==> src/assert_macros.svh <==
// assertion macros shared by the voice allocator rtl
// no dependencies
`ifndef ASSERT_MACROS_SVH
`define ASSERT_MACROS_SVH

// same-cycle implication, held off during reset
`define ASSERT_IMPL(lbl, clk, rst_n, ante, cons) \
    lbl: assert property (@(posedge clk) disable iff (!rst_n) (ante) |-> (cons)) \
        else $error("same-cycle implication failed");

// next-cycle implication, held off during reset
`define ASSERT_NEXT(lbl, clk, rst_n, ante, cons) \
    lbl: assert property (@(posedge clk) disable iff (!rst_n) (ante) |=> (cons)) \
        else $error("next-cycle implication failed");

`endif

==> src/svalloc_pkg.sv <==
// types, codes and helpers for the voice allocator
// no dependencies
`timescale 1ns / 1ps

package svalloc_pkg;

    localparam int NUM_VOICES = 16;
    localparam int VOICE_W    = $clog2(NUM_VOICES);
    localparam int AGE_W      = 32;
    localparam int LEVEL_W    = 17;
    localparam int SCORE_W    = AGE_W + 1;

    typedef enum logic [2:0] {
        OP_NOTE_ON        = 3'd0,
        OP_NOTE_OFF       = 3'd1,
        OP_PEDAL          = 3'd2,
        OP_ALL_NOTES_OFF  = 3'd3,
        OP_LEVEL_REPORT   = 3'd4,
        OP_VOICE_FINISHED = 3'd5
    } t_op;

    typedef enum logic [1:0] {
        KIND_START       = 2'd0,
        KIND_RELEASE     = 2'd1,
        KIND_ENV_RELEASE = 2'd2,
        KIND_RESET_ALL   = 2'd3
    } t_kind;

    typedef enum logic [2:0] {
        ST_IDLE,
        ST_SCORE,
        ST_START,
        ST_LIST,
        ST_CLEAR
    } t_state;

    typedef struct packed {
        logic [2:0]          op;
        logic [6:0]          note;
        logic [3:0]          chan;
        logic [6:0]          velocity;
        logic signed [15:0]  bend;
        logic [15:0]         pressure;
        logic [15:0]         timbre;
        logic                pedal_down;
        logic [3:0]          voice_sel;
        logic [LEVEL_W-1:0]  env_level;
    } t_in_word;

    typedef struct packed {
        t_kind               kind;
        logic [3:0]          voice;
        logic [6:0]          out_note;
        logic [3:0]          out_chan;
        logic [6:0]          out_velocity;
        logic signed [15:0]  out_bend;
        logic [15:0]         out_pressure;
        logic [15:0]         out_timbre;
        logic                stolen;
        logic                last;
    } t_out_word;

    // one scoring step of the shared compare unit
    typedef struct packed {
        logic               step;
        logic               first;
        logic [VOICE_W-1:0] idx;
    } t_score_ctl;

    // index of the lowest set bit, zero for an empty vector
    function automatic logic [VOICE_W-1:0] lowest_set(input logic [NUM_VOICES-1:0] vec);
        logic [VOICE_W-1:0] res;
        res = '0;
        for (int i = NUM_VOICES - 1; i >= 0; i--) begin
            if (vec[i]) begin
                res = VOICE_W'(i);
            end
        end
        return res;
    endfunction

endpackage

==> src/svalloc_score_unit.sv <==
// shared score unit: adds level and age distance, keeps the running minimum
// depends on svalloc_pkg
`timescale 1ns / 1ps

module svalloc_score_unit (
    input  logic                                i_clk,
    input  svalloc_pkg::t_score_ctl             i_ctl,
    input  logic [svalloc_pkg::LEVEL_W-1:0]     i_level,
    input  logic [svalloc_pkg::AGE_W-1:0]       i_age_diff,
    output logic [svalloc_pkg::VOICE_W-1:0]     o_best_idx
);
    import svalloc_pkg::*;

    logic [SCORE_W-1:0] w_score;
    logic [SCORE_W-1:0] r_best_score;
    logic [VOICE_W-1:0] r_best_idx;

    assign w_score = SCORE_W'(i_level) + SCORE_W'(i_age_diff);

    // strict less-than keeps the lower index on a tie
    always_ff @(posedge i_clk) begin
        if (i_ctl.step && (i_ctl.first || (w_score < r_best_score))) begin
            r_best_score <= w_score;
            r_best_idx   <= i_ctl.idx;
        end
    end

    assign o_best_idx = r_best_idx;

endmodule

==> src/svalloc_out_reg.sv <==
// output register holding one result word until it is taken
// depends on svalloc_pkg
`timescale 1ns / 1ps

module svalloc_out_reg (
    input  logic                    i_clk,
    input  logic                    i_rst_n,
    input  logic                    i_load,
    input  svalloc_pkg::t_out_word  i_word,
    input  logic                    i_ready,
    output logic                    o_valid,
    output svalloc_pkg::t_out_word  o_word,
    output logic                    o_free
);
    import svalloc_pkg::*;

    logic      r_valid;
    t_out_word r_word;

    assign o_free = !r_valid || i_ready;

    always_ff @(posedge i_clk) begin
        if (!i_rst_n) begin
            r_valid <= 1'b0;
        end else if (o_free) begin
            r_valid <= i_load;
        end
    end

    always_ff @(posedge i_clk) begin
        if (o_free && i_load) begin
            r_word <= i_word;
        end
    end

    assign o_valid = r_valid;
    assign o_word  = r_word;

endmodule

==> src/synth_voice_allocator_top.sv <==
// note_on: a free voice goes straight to issue; when a voice is stolen
// each voice is scored in turn through the shared score unit before the word is issued
// note_off (pedal up), pedal release: a word per cycle per affected voice unless stalled
// all_notes_off: one word; other ops finish in the accept cycle
// a waiting output word stalls issue; the input is taken again once the sequencer is idle
// synchronous reset clears all voice state, the pedal and the age counter
`timescale 1ns / 1ps
`include "assert_macros.svh"

module synth_voice_allocator_top (
    input  logic                    i_clk,
    input  logic                    i_rst_n,
    input  logic                    i_in_valid,
    output logic                    o_in_ready,
    input  svalloc_pkg::t_in_word   i_in_word,
    output logic                    o_out_valid,
    input  logic                    i_out_ready,
    output svalloc_pkg::t_out_word  o_out_word
);
    import svalloc_pkg::*;

    // voice table
    logic [NUM_VOICES-1:0] r_active;
    logic [NUM_VOICES-1:0] r_held;
    logic [6:0]            r_note  [NUM_VOICES];
    logic [3:0]            r_chan  [NUM_VOICES];
    logic [AGE_W-1:0]      r_age   [NUM_VOICES];
    logic [LEVEL_W-1:0]    r_level [NUM_VOICES];
    logic [AGE_W-1:0]      r_age_count;
    logic                  r_pedal;

    // sequencer
    t_state                r_state;
    t_state                n_state;
    logic [VOICE_W-1:0]    r_idx;
    logic [NUM_VOICES-1:0] r_hits;
    logic                  r_stolen;
    t_in_word              r_in;
    logic [VOICE_W-1:0]    r_free_voice;
    t_kind                 r_list_kind;

    logic                  w_accept;
    logic [NUM_VOICES-1:0] w_match;
    logic [VOICE_W-1:0]    w_sel;
    logic                  w_sel_ok;
    logic [VOICE_W-1:0]    w_pick;
    logic [NUM_VOICES-1:0] w_hits_rest;
    logic [VOICE_W-1:0]    w_best_idx;
    logic [VOICE_W-1:0]    w_start_voice;
    logic [AGE_W-1:0]      w_age_next;
    t_score_ctl            w_score_ctl;
    logic                  w_out_free;
    logic                  w_load;
    t_out_word             w_word;
    logic                  w_scan_last;
    logic                  w_start_out;

    assign w_accept   = i_in_valid && (r_state == ST_IDLE);
    assign o_in_ready = (r_state == ST_IDLE);

    always_comb begin
        for (int i = 0; i < NUM_VOICES; i++) begin
            w_match[i] = r_active[i] && (r_note[i] == i_in_word.note)
                         && (r_chan[i] == i_in_word.chan);
        end
    end

    assign w_sel       = VOICE_W'(i_in_word.voice_sel);
    assign w_sel_ok    = int'(i_in_word.voice_sel) < NUM_VOICES;
    assign w_pick      = lowest_set(r_hits);
    assign w_hits_rest = r_hits & ~(NUM_VOICES'(1) << w_pick);
    assign w_start_voice = r_stolen ? w_best_idx : r_free_voice;
    assign w_age_next  = r_age_count + AGE_W'(1);
    assign w_scan_last = (r_state == ST_SCORE) && (r_idx == VOICE_W'(NUM_VOICES - 1));
    assign w_start_out = o_out_valid && (o_out_word.kind == KIND_START);

    assign w_score_ctl.step  = (r_state == ST_SCORE);
    assign w_score_ctl.first = (r_idx == '0);
    assign w_score_ctl.idx   = r_idx;

    svalloc_score_unit u_score (
        .i_clk      (i_clk),
        .i_ctl      (w_score_ctl),
        .i_level    (r_level[r_idx]),
        .i_age_diff (r_age_count - r_age[r_idx]),
        .o_best_idx (w_best_idx)
    );

    svalloc_out_reg u_out (
        .i_clk   (i_clk),
        .i_rst_n (i_rst_n),
        .i_load  (w_load),
        .i_word  (w_word),
        .i_ready (i_out_ready),
        .o_valid (o_out_valid),
        .o_word  (o_out_word),
        .o_free  (w_out_free)
    );

    always_comb begin
        n_state = r_state;
        w_load  = 1'b0;
        w_word  = '0;
        case (r_state)
            ST_IDLE: begin
                if (i_in_valid) begin
                    case (t_op'(i_in_word.op))
                        OP_NOTE_ON: begin
                            n_state = (&r_active) ? ST_SCORE : ST_START;
                        end
                        OP_NOTE_OFF: begin
                            if (!r_pedal && (|w_match)) begin
                                n_state = ST_LIST;
                            end
                        end
                        OP_PEDAL: begin
                            if (!i_in_word.pedal_down && (|r_held)) begin
                                n_state = ST_LIST;
                            end
                        end
                        OP_ALL_NOTES_OFF: begin
                            n_state = ST_CLEAR;
                        end
                        default: begin
                            n_state = ST_IDLE;
                        end
                    endcase
                end
            end
            ST_SCORE: begin
                if (w_scan_last) begin
                    n_state = ST_START;
                end
            end
            ST_START: begin
                if (w_out_free) begin
                    w_load              = 1'b1;
                    w_word.kind         = KIND_START;
                    w_word.voice        = 4'(w_start_voice);
                    w_word.out_note     = r_in.note;
                    w_word.out_chan     = r_in.chan;
                    w_word.out_velocity = r_in.velocity;
                    w_word.out_bend     = r_in.bend;
                    w_word.out_pressure = r_in.pressure;
                    w_word.out_timbre   = r_in.timbre;
                    w_word.stolen       = r_stolen;
                    w_word.last         = 1'b1;
                    n_state             = ST_IDLE;
                end
            end
            ST_LIST: begin
                if (w_out_free) begin
                    w_load          = 1'b1;
                    w_word.kind     = r_list_kind;
                    w_word.voice    = 4'(w_pick);
                    w_word.out_note = r_note[w_pick];
                    w_word.out_chan = r_chan[w_pick];
                    w_word.last     = (w_hits_rest == '0);
                    if (w_hits_rest == '0) begin
                        n_state = ST_IDLE;
                    end
                end
            end
            ST_CLEAR: begin
                if (w_out_free) begin
                    w_load      = 1'b1;
                    w_word.kind = KIND_RESET_ALL;
                    w_word.last = 1'b1;
                    n_state     = ST_IDLE;
                end
            end
            default: begin
                n_state = ST_IDLE;
            end
        endcase
    end

    always_ff @(posedge i_clk) begin
        if (!i_rst_n) begin
            r_state     <= ST_IDLE;
            r_active    <= '0;
            r_held      <= '0;
            r_age_count <= '0;
            r_pedal     <= 1'b0;
            r_idx       <= '0;
            r_hits      <= '0;
            r_stolen    <= 1'b0;
            for (int i = 0; i < NUM_VOICES; i++) begin
                r_note[i]  <= '0;
                r_chan[i]  <= '0;
                r_age[i]   <= '0;
                r_level[i] <= '0;
            end
        end else begin
            r_state <= n_state;
            if (w_accept) begin
                case (t_op'(i_in_word.op))
                    OP_NOTE_ON: begin
                        r_stolen <= &r_active;
                        r_idx    <= '0;
                    end
                    OP_NOTE_OFF: begin
                        // with the pedal down matching voices only become held
                        if (r_pedal) begin
                            r_held <= r_held | w_match;
                        end else begin
                            r_hits <= w_match;
                        end
                    end
                    OP_PEDAL: begin
                        r_pedal <= i_in_word.pedal_down;
                        if (!i_in_word.pedal_down) begin
                            r_hits <= r_held;
                            r_held <= '0;
                        end
                    end
                    OP_ALL_NOTES_OFF: begin
                        r_active <= '0;
                        r_held   <= '0;
                        for (int i = 0; i < NUM_VOICES; i++) begin
                            r_level[i] <= '0;
                        end
                    end
                    OP_LEVEL_REPORT: begin
                        if (w_sel_ok) begin
                            r_level[w_sel] <= i_in_word.env_level;
                        end
                    end
                    OP_VOICE_FINISHED: begin
                        if (w_sel_ok) begin
                            r_active[w_sel] <= 1'b0;
                        end
                    end
                    default: begin
                        r_pedal <= r_pedal;
                    end
                endcase
            end
            if (r_state == ST_SCORE) begin
                r_idx <= r_idx + VOICE_W'(1);
            end
            if (w_load && (r_state == ST_START)) begin
                r_active[w_start_voice] <= 1'b1;
                r_held[w_start_voice]   <= 1'b0;
                r_note[w_start_voice]   <= r_in.note;
                r_chan[w_start_voice]   <= r_in.chan;
                r_age[w_start_voice]    <= w_age_next;
                r_age_count             <= w_age_next;
            end
            if (w_load && (r_state == ST_LIST)) begin
                r_hits <= w_hits_rest;
            end
        end
    end

    always_ff @(posedge i_clk) begin
        if (w_accept) begin
            r_in         <= i_in_word;
            r_free_voice <= lowest_set(~r_active);
            r_list_kind  <= (t_op'(i_in_word.op) == OP_PEDAL) ? KIND_ENV_RELEASE : KIND_RELEASE;
        end
    end

    `ASSERT_IMPL(a_list_has_hits, i_clk, i_rst_n, r_state == ST_LIST, r_hits != '0)
    `ASSERT_NEXT(a_scan_ends_in_start, i_clk, i_rst_n, w_scan_last, r_state == ST_START)
    `ASSERT_IMPL(a_start_is_last, i_clk, i_rst_n, w_start_out, o_out_word.last)

endmodule
==> config.mk <==
export PLATFORM = sky130hd
export DESIGN_NAME = synth_voice_allocator_top
export DESIGN_NICKNAME = d
export VERILOG_FILES = /design/src/svalloc_pkg.sv /design/src/svalloc_score_unit.sv /design/src/svalloc_out_reg.sv /design/src/synth_voice_allocator_top.sv
export VERILOG_INCLUDE_DIRS = /design/src /design/src/src
export SDC_FILE = /design/constraint.sdc
export NUM_CORES = 2
export LEC_CHECK = 0
export BUFFER_PORTS_ARGS = -buffer_cell sky130_fd_sc_hd__buf_2
export CAP_MARGIN = 25
export CORE_ASPECT_RATIO = 1.75
export CORE_UTILIZATION = 45
export CTS_BUF_LIST = sky130_fd_sc_hd__clkbuf_16
export CTS_CLUSTER_DIAMETER = 60
export CTS_CLUSTER_SIZE = 14
export DETAILED_ROUTE_END_ITERATION = 16
export GPL_TIMING_DRIVEN = 0
export SLEW_MARGIN = 20
export SYNTH_ARGS = -nofsm -noshare
export SYNTH_HDL_FRONTEND = slang
export SYNTH_SLANG_ARGS = --single-unit
==> constraint.sdc <==
create_clock -name i_clk -period 29 [get_ports i_clk]
set_input_delay 5.8 -clock i_clk [delete_from_list [all_inputs] [get_ports i_clk]]
set_output_delay 5.8 -clock i_clk [all_outputs]
set_load 0.02 [all_outputs]
# Word level (Yosys, flattened, before mapping)
# Memory sizes are Yosys's and may differ from the RTL's. A register that Yosys moved wholly into a read port is not among the register bits.
# Cells that the tools add are included.
[totals] mem_bits_rw=960 out_inout_bits=76 input_bits=95 elab_cells=313 mem_count=4 reg_bits=273
[op_classes] muxes=118 order_cmp=5 n_bitwise=25 add_sub_neg=4 eq_ne=51 n_reduce_logical=73 shift=1
[memory_table] memory="r_age" words=16 word_bits=32 rd=1 rd_ports_with_merged_regs=1 write_ports=16 line="synth_voice_allocator_top.sv:27" source="logic [AGE_W-1:0] r_age [NUM_VOICES];"
[memory_table] memory="r_level" words=16 word_bits=17 rd=1 rd_ports_with_merged_regs=1 write_ports=16 line="synth_voice_allocator_top.sv:28" source="logic [LEVEL_W-1:0] r_level [NUM_VOICES];"
[memory_table] memory="r_note" words=16 word_bits=7 rd=17 rd_ports_with_merged_regs=0 write_ports=16 line="synth_voice_allocator_top.sv:25" source="logic [6:0] r_note [NUM_VOICES];"
[memory_table] memory="r_chan" words=16 word_bits=4 rd=17 rd_ports_with_merged_regs=0 write_ports=16 line="synth_voice_allocator_top.sv:26" source="logic [3:0] r_chan [NUM_VOICES];"
[op_table] op="17-bit two-way mux" count=18
[op_table] op="16-bit two-way mux" count=12
[op_table] op="4-bit two-way mux" count=37
[op_table] op="7-bit == test" count=16
[op_table] op="72-bit two-way mux" count=1
[op_table] op="4-bit == test" count=16
[op_table] op="16-bit inverter" count=4
[op_table] op="16-bit one-hot mux with 2 select lines" count=2
[op_table] op="16-bit bitwise AND" count=3
[op_table] op="16-bit one-hot mux with 3 select lines" count=1
[op_table] op="1-bit logical AND" count=42
[op_table] op="17-bit by 32-bit adder with 33-bit output" count=1
[op_table] op="33-bit < comparator" count=1
[op_table] op="3-bit two-way mux" count=11
[op_table] op="32-bit by 1-bit adder with 32-bit output (second input constant)" count=1
[op_table] op="32-bit two-way mux" count=1
[op_table] op="16-bit bitwise OR" count=2
[op_table] op="16-bit OR reduction" count=2
[op_table] op="32-bit OR reduction" count=1
[op_table] op="32-bit subtractor" count=1
[op_table] op="15-bit one-hot mux with 2 select lines" count=1
[op_table] op="3-bit one-hot mux with 4 select lines" count=2
[op_table] op="1-bit two-way mux" count=22
[op_table] op="17-bit OR reduction" count=1
[op_table] op="other kinds (33)" count=78

# Longest topological paths before layout
[depth] word_depth=23 ltp_mapped=33 mapped_depth_nobuf=30

# By module
# Synthesis repeated with hierarchy kept, for this count alone.
[hier_totals] hier_cells=4546 hier_area_um2=59216.8
[modules_own_cells] mod="synth_voice_allocator_top" seq_area_each_um2=32851.5 area_per_inst_um2=53805.4 n_inst=1 cells_per_inst=4149
[modules_own_cells] mod="svalloc_score_unit" seq_area_each_um2=1111.1 area_per_inst_um2=3131.8 n_inst=1 cells_per_inst=318
[modules_own_cells] mod="svalloc_out_reg" seq_area_each_um2=2242.2 area_per_inst_um2=2279.7 n_inst=1 cells_per_inst=79

# Least setup slack after synthesis
# Ideal clock, no wire load.
[synth_timing] path_kind="input port to flip-flop" startpoint="input i_out_ready" endpoint="memory r_age[11][0] (enable)" setup_time_ps=505 arrival_time_ps=10074 t_required_ps=28495 path_buffers=2 setup_slack_ps=18420 cell_stages=6 path_cell_list="nor2b_1 > clkbuf_1 > nor3_1 > clkbuf_1 > nand2_1 > o21ai_0"
[synth_rtl] item="from (decl)" line="synth_voice_allocator_top.sv:17" source="input logic i_out_ready,"
[synth_rtl] item="to (decl)" line="synth_voice_allocator_top.sv:27"

==> out/results.ini <==
[floorplan]
core_area_um2 = 130000
ios = 171
initial_core_util_pct = 45.5
num_rows = 175
die_w_um = 276
fp.dieH_um = 482
die_area_um2 = 133000

[logic_synthesis]
synth_top_area_share_pct = 58.0
netlist_area_um2 = 59200
synth-main-ff-cell = edfxtp_1
syn_nets = 4676
ys_seq_area_share_pct = 61.1
synthDistinctLibCells = 90
ys_async_sr_fraction_pct = 0
synth-warning-count = 0
synth-edff-count = 1143
avgSynthCellArea_um2 = 13.2
yosysTopAreaCell = edfxtp_1
syn_inst = 4494
synth_area_leaders = edfxtp_1 (58%), mux4_2 (9.4%), and2_1 (5.5%), nor2_1 (4.2%), xnor2_1 (3.3%)
ys_ff_latch = 1237

[setup_path]
required_ns = 29.45
cp_slowest_cell = clkbuf_1
crit_buf_inv = 5
cp_max_fo = 19
cp-end-kind = flip-flop
cp.arrival_ns = 11.02
critPathKind = reg -> reg
cpMostUsedCell = a21oi_1
critical_path.max_stage_delay_ns = 0.81
cpLargestDelayFamily = compound AO/OA/AOI/OAI gates
worstSetupStartpointType = flip-flop
r2r_slack_ns = 18.43

[detailed_routing]
drcViolationCount = 0
viasPerCell = 5.86
wl_per_cell_um = 29.5
drt_wl_total_um = 194000
antenna_left = 0
via_count = 38588
first_pass_iters = 14
drt_iter0_drc = 3380

[clocking]
cts_buffers = 102
clk_pin_slew_ns = 0.07
cts_root_buf = clkbuf_16
worstSkewPairLatency_ns = 0.76
post_cts_buffers = 0
h-tree-depth = 3
cts_buffer_depth = 3
cts_sinks = 1237
post_cts_resized = 0
cts_tree = yes
postCtsHoldBufs = 0

[global_route]
track_usage_pct = 29.3
overflow = 0
grt_pass1_wl_um = 276000
grt_pass1_vias = 39999
antenna_found_initial = 3
grt_max_degree = 43

[cells_and_area]
regArea_um2 = 36200
drive_gt1_share_pct = 15.2
mostFrequentLayoutCells = edfxtp_1 (1143), nor2_1 (661), and2_1 (517)
final_common_cell = edfxtp_1
fin_cells = 6587
fillCellCount = 11154
multi_input_area_um2 = 21800
nNetsFinal = 5034
syn_to_final_growth_pct = 13.5

[pwr]
p_seq_share_pct = 50.3
peakVddDrop_mv = 0.0477
powerDensity_nw_per_um2 = 63.2
switchingPower_mw = 1.23
swShare_pct = 28.9
comb_power_share_pct = 18.8
finalPower_mw = 4.25
clockPowerShare_pct = 30.9
power_leakage_nw = 23.2
intPower_mw = 3.02

[timing]
grt_setup_unrepaired = no
drv_slew = 0
timing.setup.tns_ns = 0
max_freq_mhz = 94.6
fin_crit_ns = 10.57
skew_ns = 0.0470
slew_headroom_pct = 21.0
timing.final.crit_share_pct = 36.4
worst_pin_slew_ns = 1.19
setup_viol = 0
hold_viol = 0

[flow_run]
drv_cap = 0

[placement]
placedCellCount = 6422
port_buffers = 167
gp_congestion = 0.976
dp_hpwl_um = 149000

[status]
status = finished, final reports clean

[worst_hold_path]
hold_class = reg -> reg

[power groups by stage]
stage	sequential, mW	clock, mW	combinational [mW]
final	2.14	1.31	0.798
after global routing	2.15	1.39	0.850
after CTS	2.14	1.33	0.799
after detailed placement	2.18	0	0.796
after global placement	2.20	0	0.735
after floorplan	2.20	0	0.449
[per-stage QoR]
step           area (µm²)  util (%)  setup WS (ns)  hold slack (ns)
6_report            67200      51.6          18.43            0.512
4_1_cts             67100      51.5          18.38            0.517
3_3_place_gp        62200      47.7          12.58            0.486
3_5_place_dp        64200      49.3          18.42            0.502
2_1_floorplan       59200         -          18.42            0.467
5_1_grt             67200      51.6          17.97            0.533
[sequential cells by signal (all words and copies together), names as in the netlist, named ones only]
signal and flops:
u_out.o_valid 1, r_state 3, r_free_voice 4, r_age_count 32, r_note 112, r_hits 16
r_chan 64, r_held 16, u_score.o_best_idx 4, r_list_kind 2, r_level 272, r_in 66
r_active 16, u_score.r_best_score 33, u_out.o_word 74, r_stolen 1, r_idx 4, r_age 512
r_pedal 1
[worst register-to-register path: cells and delay by family (launching register included)]
kind / cells / cell delay (ns)
AND/OR/NAND/NOR: 6 / 0.78
adder cells (fa/ha/maj): 4 / 1.29
AO/OA/AOI/OAI: 16 / 3.91
XOR/XNOR: 2 / 0.38
flip-flops: 1 / 0.36
multiplexers: 2 / 0.90
buffers and inverters: 5 / 2.61
[per-layer routing]
layer / up-vias / part of all wire, % / global-route usage [%]
met5: - / 0 / 0
met4: 0 / 10 / 26.0
met3: 539 / 5.2 / 3.89
met2: 1605 / 53 / 54.7
met1: 19353 / 32 / 28.1
li1: 17091 / - / -
[area by class of cell]
class / instances / area share (%)
diodes: 6 / 0.0223
plain buffers: 318 / 1.89
clock buffers: 102 / 3.80
clock inverters: 50 / 0.551
inverters: 107 / 0.605
multi-input cells: 2832 / 32.4
flip-flops and latches: 1237 / 53.9
well taps: 1681 / 3.13
repair buffers: 254 / 3.75
[cells by family (layout without fill, tap and decap cells)]
kind of cell	Yosys count	in the layout	synth area share, %
simple gates	1696	1696	14.3
mux	323	323	10.7
xor+xnor	274	274	4.05
fa+ha+maj	87	87	1.86
compound gates	452	452	5.14
buf+inv	425	831	2.80
other cells	0	6	0
flops	1237	1237	61.1
[synth_stat cells (10+ instances only)]
cell type	count
a311oi_1	18
nand2_1	173
buf_2	14
a211oi_1	58
or3_1	19
xnor2_1	224
o21ai_0	78
nor4_1	15
nor3_1	52
and3_1	29
o21a_1	16
xor2_1	50
or2_2	10
a21oi_1	104
nor2_1	661
nor2b_1	43
dfxtp_1	94
nand3_1	49
o211ai_1	31
a22oi_1	18
mux2i_1	72
buf_1	28
and2_1	517
ha_1	85
nand4_1	70
o31ai_1	14
a21o_1	29
inv_1	106
edfxtp_1	1143
nand2b_1	26
mux4_2	247
a31oi_1	14
clkbuf_1	270
[path summary, 6_finish.rpt]
| check | start | endpoint | cells after the start |
|---|---|---|---|
| worst min register to register | r_in[34] | u_out.o_word[14] | 1 |
| worst max register to register | flip-flop | u_score.r_best_score[5] | 35 |
| worst max-delay path | flip-flop | u_score.r_best_score[5] | 35 |
| worst min-delay path | r_in[34] | u_out.o_word[14] | 1 |
Power figures use the tool's default switching activity.
